### src/hw/rtl/edist_pkg.sv
// ----------------------------------------------------------------------------
// edist_pkg
// Shared widths and controller/datapath interface types for the euclidean
// distance block.
// ----------------------------------------------------------------------------
package edist_pkg;

    // element field width on the ports, and the bits of it that are used
    localparam int ELEM_WIDTH = 16;
    localparam int DATA_WIDTH = 16;

    // difference of two elements, and its square
    localparam int DIFF_WIDTH = DATA_WIDTH + 1;
    localparam int SQ_WIDTH   = 2 * DIFF_WIDTH;

    // Q28.16 accumulator and the Q14.8 root taken from it
    localparam int SUM_WIDTH  = 44;
    localparam int ROOT_WIDTH = SUM_WIDTH / 2;
    localparam int ROOT_STEPS = SUM_WIDTH / 2;
    localparam int CNT_WIDTH  = $clog2(ROOT_STEPS);

    // controller -> datapath
    typedef struct packed {
        logic take;       // input item accepted this cycle
        logic root_load;  // load root unit from the final sum
        logic root_step;  // run one root round
        logic out_load;   // move the finished root into the output register
    } cmd_t;

    // datapath -> controller
    typedef struct packed {
        logic sq_last;    // last square of the vector is at the accumulator
        logic out_full;   // output register holds an item not yet taken
    } status_t;

endpackage

### src/hw/rtl/edist_ctrl.sv
// ----------------------------------------------------------------------------
// edist_ctrl
// Sequencer: accepts element pairs, waits for the last one to reach the
// accumulator, steps the root unit and hands the result to the output register.
// ----------------------------------------------------------------------------
module edist_ctrl (
    input  logic                 clk,
    input  logic                 rst_n,
    input  logic                 in_valid,
    input  logic                 last_element,
    output logic                 in_ready,
    input  logic                 out_ready,
    input  edist_pkg::status_t   status,
    output edist_pkg::cmd_t      cmd
);

    localparam logic [1:0] ST_ACC    = 2'd0;
    localparam logic [1:0] ST_DRAIN  = 2'd1;
    localparam logic [1:0] ST_ROOT   = 2'd2;
    localparam logic [1:0] ST_FINISH = 2'd3;

    localparam logic [edist_pkg::CNT_WIDTH-1:0] CNT_LAST =
        edist_pkg::CNT_WIDTH'(edist_pkg::ROOT_STEPS - 1);

    logic [1:0]                      state_reg;
    logic [1:0]                      state_next;
    logic [edist_pkg::CNT_WIDTH-1:0] cnt_reg;
    logic [edist_pkg::CNT_WIDTH-1:0] cnt_next;

    assign in_ready = (state_reg == ST_ACC);

    // next state and commands
    always_comb
    begin
        state_next    = state_reg;
        cnt_next      = cnt_reg;
        cmd.take      = 1'b0;
        cmd.root_load = 1'b0;
        cmd.root_step = 1'b0;
        cmd.out_load  = 1'b0;
        case (state_reg)
            ST_ACC:
            begin
                cmd.take = in_valid;
                if (in_valid && last_element)
                begin
                    state_next = ST_DRAIN;
                end
            end
            ST_DRAIN:
            begin
                if (status.sq_last)
                begin
                    cmd.root_load = 1'b1;
                    cnt_next      = '0;
                    state_next    = ST_ROOT;
                end
            end
            ST_ROOT:
            begin
                cmd.root_step = 1'b1;
                if (cnt_reg == CNT_LAST)
                begin
                    state_next = ST_FINISH;
                end
                else
                begin
                    cnt_next = cnt_reg + 1'b1;
                end
            end
            ST_FINISH:
            begin
                if (!status.out_full || out_ready)
                begin
                    cmd.out_load = 1'b1;
                    state_next   = ST_ACC;
                end
            end
            default:
            begin
                state_next = ST_ACC;
            end
        endcase
    end

    // state registers
    always_ff @(posedge clk or negedge rst_n)
    begin
        if (!rst_n)
        begin
            state_reg <= ST_ACC;
            cnt_reg   <= '0;
        end
        else
        begin
            state_reg <= state_next;
            cnt_reg   <= cnt_next;
        end
    end

endmodule

### src/hw/rtl/edist_dp.sv
// ----------------------------------------------------------------------------
// edist_dp
// Datapath: difference stage, square stage, saturating Q28.16 accumulator,
// bit-per-round square root unit and output register.
// ----------------------------------------------------------------------------
module edist_dp (
    input  logic                                   clk,
    input  logic                                   rst_n,
    input  logic [edist_pkg::ELEM_WIDTH-1:0]       element_a,
    input  logic [edist_pkg::ELEM_WIDTH-1:0]       element_b,
    input  logic                                   last_element,
    input  edist_pkg::cmd_t                        cmd,
    output edist_pkg::status_t                     status,
    input  logic                                   out_ready,
    output logic                                   out_valid,
    output logic [edist_pkg::ROOT_WIDTH-1:0]       distance,
    output logic                                   saturated
);

    localparam int DW = edist_pkg::DATA_WIDTH;
    localparam int SW = edist_pkg::SUM_WIDTH;

    // difference stage
    logic                                   diff_valid_reg;
    logic                                   diff_last_reg;
    logic signed [edist_pkg::DIFF_WIDTH-1:0] diff_reg;
    logic signed [edist_pkg::DIFF_WIDTH-1:0] a_ext;
    logic signed [edist_pkg::DIFF_WIDTH-1:0] b_ext;

    // square stage
    logic                                   sq_valid_reg;
    logic                                   sq_last_reg;
    logic [edist_pkg::SQ_WIDTH-1:0]          sq_reg;
    logic signed [edist_pkg::SQ_WIDTH-1:0]   sq_next;

    // accumulator
    logic [SW-1:0]                          sum_reg;
    logic                                   ovf_reg;
    logic [SW:0]                            sum_ext;
    logic [SW-1:0]                          sum_acc;
    logic                                   ovf_acc;

    // root unit
    logic [SW-1:0]                          rem_reg;
    logic [SW-1:0]                          root_reg;
    logic [SW-1:0]                          bit_reg;
    logic                                   root_sat_reg;
    logic [SW-1:0]                          trial;

    // output register
    logic                                   out_valid_reg;
    logic [edist_pkg::ROOT_WIDTH-1:0]       distance_reg;
    logic                                   saturated_reg;

    // sign-extend the used element bits and subtract
    assign a_ext = {element_a[DW-1], element_a[DW-1:0]};
    assign b_ext = {element_b[DW-1], element_b[DW-1:0]};

    // square of a signed difference is never negative
    assign sq_next = diff_reg * diff_reg;

    // saturating add of the square
    assign sum_ext = {1'b0, sum_reg} + (SW + 1)'(sq_reg);
    assign sum_acc = sum_ext[SW] ? {SW{1'b1}} : sum_ext[SW-1:0];
    assign ovf_acc = ovf_reg | sum_ext[SW];

    // root round: trial subtract of root + bit
    assign trial = root_reg + bit_reg;

    assign status.sq_last  = sq_valid_reg & sq_last_reg;
    assign status.out_full = out_valid_reg;

    assign out_valid = out_valid_reg;
    assign distance  = distance_reg;
    assign saturated = saturated_reg;

    // pipeline control and accumulator state
    always_ff @(posedge clk or negedge rst_n)
    begin
        if (!rst_n)
        begin
            diff_valid_reg <= 1'b0;
            diff_last_reg  <= 1'b0;
            sq_valid_reg   <= 1'b0;
            sq_last_reg    <= 1'b0;
            sum_reg        <= '0;
            ovf_reg        <= 1'b0;
            out_valid_reg  <= 1'b0;
        end
        else
        begin
            diff_valid_reg <= cmd.take;
            diff_last_reg  <= cmd.take & last_element;
            sq_valid_reg   <= diff_valid_reg;
            sq_last_reg    <= diff_last_reg;
            if (sq_valid_reg)
            begin
                if (sq_last_reg)
                begin
                    sum_reg <= '0;
                    ovf_reg <= 1'b0;
                end
                else
                begin
                    sum_reg <= sum_acc;
                    ovf_reg <= ovf_acc;
                end
            end
            if (cmd.out_load)
            begin
                out_valid_reg <= 1'b1;
            end
            else if (out_ready)
            begin
                out_valid_reg <= 1'b0;
            end
        end
    end

    // payload registers
    always_ff @(posedge clk)
    begin
        if (cmd.take)
        begin
            diff_reg <= b_ext - a_ext;
        end
        if (diff_valid_reg)
        begin
            sq_reg <= unsigned'(sq_next);
        end
        if (cmd.root_load)
        begin
            rem_reg      <= sum_acc;
            root_reg     <= '0;
            bit_reg      <= SW'(1) << (SW - 2);
            root_sat_reg <= ovf_acc;
        end
        else if (cmd.root_step)
        begin
            if (rem_reg >= trial)
            begin
                rem_reg  <= rem_reg - trial;
                root_reg <= (root_reg >> 1) + bit_reg;
            end
            else
            begin
                root_reg <= root_reg >> 1;
            end
            bit_reg <= bit_reg >> 2;
        end
        if (cmd.out_load)
        begin
            distance_reg  <= root_reg[edist_pkg::ROOT_WIDTH-1:0];
            saturated_reg <= root_sat_reg;
        end
    end

endmodule

### src/hw/rtl/euclidean_distance.sv
// ----------------------------------------------------------------------------
// euclidean_distance
// Euclidean distance of two signed Q8.8 vectors, one element pair per item.
// ----------------------------------------------------------------------------
// Usage:
//   Input channel (in_valid/in_ready) carries element_a, element_b and
//   last_element. Within a vector one item is taken every cycle.
//   Each pair adds (b - a)^2 to a saturating Q28.16 sum. On the item with
//   last_element set, the block takes the floor square root of the sum and
//   sends one item on the output channel (out_valid/out_ready): distance in
//   unsigned Q14.8 and saturated, set if the sum hit its ceiling.
//   After the last item is accepted it passes the difference/square
//   pipeline, the last square is added and the root unit loaded, the
//   one-bit-per-cycle root unit runs 22 rounds, and the result moves
//   into the output register, where out_valid rises.
//   in_ready stays low from the last item until the result is loaded.
//   The output register holds the result until taken; a stalled receiver
//   only blocks the next vector at the point its result would be loaded.
//   Reset clears the sum, the overflow flag and all valid state.
// ----------------------------------------------------------------------------
module euclidean_distance (
    input  logic                               clk,
    input  logic                               rst_n,
    input  logic                               in_valid,
    output logic                               in_ready,
    input  logic [edist_pkg::ELEM_WIDTH-1:0]   element_a,
    input  logic [edist_pkg::ELEM_WIDTH-1:0]   element_b,
    input  logic                               last_element,
    output logic                               out_valid,
    input  logic                               out_ready,
    output logic [edist_pkg::ROOT_WIDTH-1:0]   distance,
    output logic                               saturated
);

    edist_pkg::cmd_t    cmd;
    edist_pkg::status_t status;

    // sequencer
    edist_ctrl u_ctrl (
        .clk          (clk),
        .rst_n        (rst_n),
        .in_valid     (in_valid),
        .last_element (last_element),
        .in_ready     (in_ready),
        .out_ready    (out_ready),
        .status       (status),
        .cmd          (cmd)
    );

    // arithmetic
    edist_dp u_dp (
        .clk          (clk),
        .rst_n        (rst_n),
        .element_a    (element_a),
        .element_b    (element_b),
        .last_element (last_element),
        .cmd          (cmd),
        .status       (status),
        .out_ready    (out_ready),
        .out_valid    (out_valid),
        .distance     (distance),
        .saturated    (saturated)
    );

endmodule

### config.mk
export PLATFORM = sky130hd
export DESIGN_NAME = euclidean_distance
export DESIGN_NICKNAME = d
export VERILOG_FILES = /design/src/hw/rtl/edist_pkg.sv /design/src/hw/rtl/edist_ctrl.sv /design/src/hw/rtl/edist_dp.sv /design/src/hw/rtl/euclidean_distance.sv
export SDC_FILE = /design/constraint.sdc
export NUM_CORES = 1
export LEC_CHECK = 0
export ABC_AREA = 1
export BUFFER_PORTS_ARGS = -buffer_cell sky130_fd_sc_hd__clkbuf_2
export CORE_UTILIZATION = 30
export CTS_CLUSTER_DIAMETER = 200
export DETAILED_ROUTE_END_ITERATION = 12
export SYNTH_ARGS = -nofsm -noshare
export SYNTH_HDL_FRONTEND = slang
export SYNTH_HIERARCHICAL = 1
export SYNTH_SLANG_ARGS = --single-unit
### constraint.sdc
create_clock -name clk -period 6.84 [get_ports clk]
set_clock_uncertainty 0.1 [all_clocks]
set_input_delay 1.026 -clock clk [delete_from_list [all_inputs] [get_ports clk]]
set_output_delay 1.026 -clock clk [all_outputs]
set_load 0.1 [all_outputs]
==> reports/metrics.cfg <==
[routing]
wl_per_cell_um = 16.6
wl_met2_um = 47800
drc = 0
via_per_inst = 4.81
finalWirelength_um = 97400
vias = 28229
drtAntennaViolNets = 0
route.met3.wl_um = 3470
drt-met1-wl_um = 41700
dr.first_iter.drc_count = 1939
drtPass1Iterations = 6
routed.top_layer = met4

[setup_path]
r2r-end = u_dp/sq_reg[28]$_DFFE_PP_
rr_worst_depth = 26
critPathBufInv = 6
cp_data_required_time_ns = 7.11
r2r_start = u_dp/diff_reg[16]$_DFFE_PP_
cp-startpoint = u_dp/diff_reg[16]$_DFFE_PP_
critPathLaunchType = register
crit_arrival_ns = 6.53
slowest_delay_ns = 0.55
setup.worst_path.class = reg -> reg
cp.depth = 26
critPathSlowestCell = edfxtp_1
crit_family = adder cells
r2r_setup_slack_ns = 0.58
crit_path_end = u_dp/sq_reg[28]$_DFFE_PP_
cp-end-kind = register
path_max_fanout = 16

[global_route]
grt_max_degree = 78
grt_usage_pct = 18.6
overflow = 0
antenna_found_initial = 1
grt_pass1_vias = 28559
grt_first_pass_wirelength_um = 154000

[timing]
finalCritPeriodShare_pct = 91.6
fin_ws_ns = 0.577
relSlewSlack_pct = 31.3
period_needed_ns = 6.26
worst_pin_slew_ns = 1.03
fin_tns_setup_ns = 0
finalHoldViolCount = 0
maxSlewViolCount = 0
max_freq_mhz = 160
setup_viol = 0
rsz0062_at_grt = false

[clock_network]
cts_root_buf = clkbuf_16
cts-resized-gates = 0
clk-insertion-delay-late_ns = 0.64
cts_buffers = 31
ctsHoldBuffers = 0
ctsHtreeMaxLevel = 1
cts.sink_count = 241
post_cts_buffers = 0
cts.path.max_buffers = 3
cts_tree = done
path_clk_slew_ns = 0.07

[floorplanning]
core_area_um2 = 102000
ios = 62
initial_core_util_pct = 30.4
std_cell_rows = 117
die_w_um = 324
fp.dieH_um = 324
dieArea_um2 = 105000

[finish]
n_antenna_cell = 0
multiInputGateArea_um2 = 21100
seq_area_um2 = 6290
area_growth_syn_to_layout_pct = 9.62
drive_gt1_share_pct = 4.29
nNetsFinal = 5015
fillerInstances = 11158

[hold_path]
hold_path.class = reg -> reg

[placement]
routabilityCongestion = 0.973
preCtsSetupSlack_ns = 0.590
io_buffer_count = 61
dp.final_hpwl_um = 80200

[synthesis]
synthTopCellsByCount = 1205 x nand2_1, 857 x inv_1, 397 x nor2_1
yosys_warnings = 6
synth_area_um2 = 31100
synth_edf_count = 118
synth_flop_cell = edfxtp_1
synth_top_area_cell = fa_1
ys_top_cells_by_area = fa_1 17%, nand2_1 15%, edfxtp_1 11%
synth_nets = 4992
synth_cell_types = 56
seq_area_frac_synth_pct = 20.2
syn_inst = 4449
syn_avg_cell_area_um2 = 6.98
synth_seq_cells = 241
yosysMostFrequentCell = nand2_1
synth_top_area_share_pct = 17.1
ys_async_sr_fraction_pct = 23.7

[run_status]
status = complete, no violations

[flow_run]
drv_cap = 0

## worst min path at each step
stage	from	end	slack, ns	cells past startpoint
floorplan	u_dp/diff_last_reg$_DFF_PN0_	u_dp/sq_last_reg$_DFF_PN0_	0.23	0
global placement	u_dp/diff_last_reg$_DFF_PN0_	u_dp/sq_last_reg$_DFF_PN0_	0.24	0
detailed placement	u_dp/diff_last_reg$_DFF_PN0_	u_dp/sq_last_reg$_DFF_PN0_	0.25	0
CTS	u_dp/diff_last_reg$_DFF_PN0_	u_dp/sq_last_reg$_DFF_PN0_	0.27	0
global route	u_dp/diff_last_reg$_DFF_PN0_	u_dp/sq_last_reg$_DFF_PN0_	0.27	0
finish	u_dp/diff_last_reg$_DFF_PN0_	u_dp/sq_last_reg$_DFF_PN0_	0.26	0
## routing by layer
| metal | GRT usage [%] | vias to the layer above |
|---|---|---|
| li1 | - | 14010 |
| met1 | 22.7 | 13316 |
| met2 | 33.6 | 708 |
| met3 | 1.42 | 195 |
| met4 | 7.85 | 0 |
| met5 | 0 | - |
## cells in the final DEF (no fill, tap or decap), drive strengths merged, types with 95 or more instances in the layout
master  instances
edfxtp        118
nor2          403
o21ai         219
xor2           99
clkbuf         95
inv           871
fa            266
ha            240
a21oi         235
nand3         249
nand2        1215
## cell families (layout without fill, tap and decap cells)
family | Yosys count | count (layout) | share of synthesized area [%]
adders and majority gates | 506 | 506 | 26.8
and+or+nand+nor | 2033 | 2033 | 27.1
AOI/OAI and AO/OA | 549 | 549 | 9.60
xor gates and xnor gates | 156 | 156 | 4.40
DFF | 241 | 241 | 20.2
buffers and inverters | 964 | 1012 | 11.8
## area by class of cell
class | instances | share of cell area [%]
clock buffer | 35 | 2.41
inverter | 868 | 9.56
clock inverter | 23 | 1.03
timing repair buffer | 86 | 1.48
multi-input combinational | 3244 | 62.0
sequential | 241 | 18.5
tap | 1368 | 5.02
## stage by stage
step	utilization [%]	std cells	hold WS, ns	instance area, um^2
4_1_cts	33.3	5865	0.266	34100
2_1_floorplan	-	4449	0.231	31100
3_5_place_dp	32.2	5807	0.253	32900
5_1_grt	33.3	5865	0.272	34100
6_report	33.3	5865	0.260	34100
3_3_place_gp	32.2	5807	0.235	32900
## worst register-to-register path: stages (launching register included)
cell and delay, ns:
edfxtp_1 0.55, buf_4 0.29, clkinv_1 0.09, buf_4 0.17, or2_2 0.31, xor2_1 0.16, ha_1 0.21, o21bai_1 0.17
fa_1 0.53, fa_1 0.42, fa_1 0.46, fa_1 0.49, inv_1 0.05, fa_1 0.48, inv_1 0.04, ha_1 0.37
nand2_1 0.10, inv_1 0.08, nand2_1 0.06, nor2_1 0.23, nand4_1 0.13, nand3_1 0.17, nand2_1 0.07, nand3_1 0.10
nand2_1 0.09, nand3_1 0.08, nand2_1 0.05
Power is left out: the tool's default activity adds up to more than one toggle a clock period on the data nets, which glitch-free logic cannot reach.
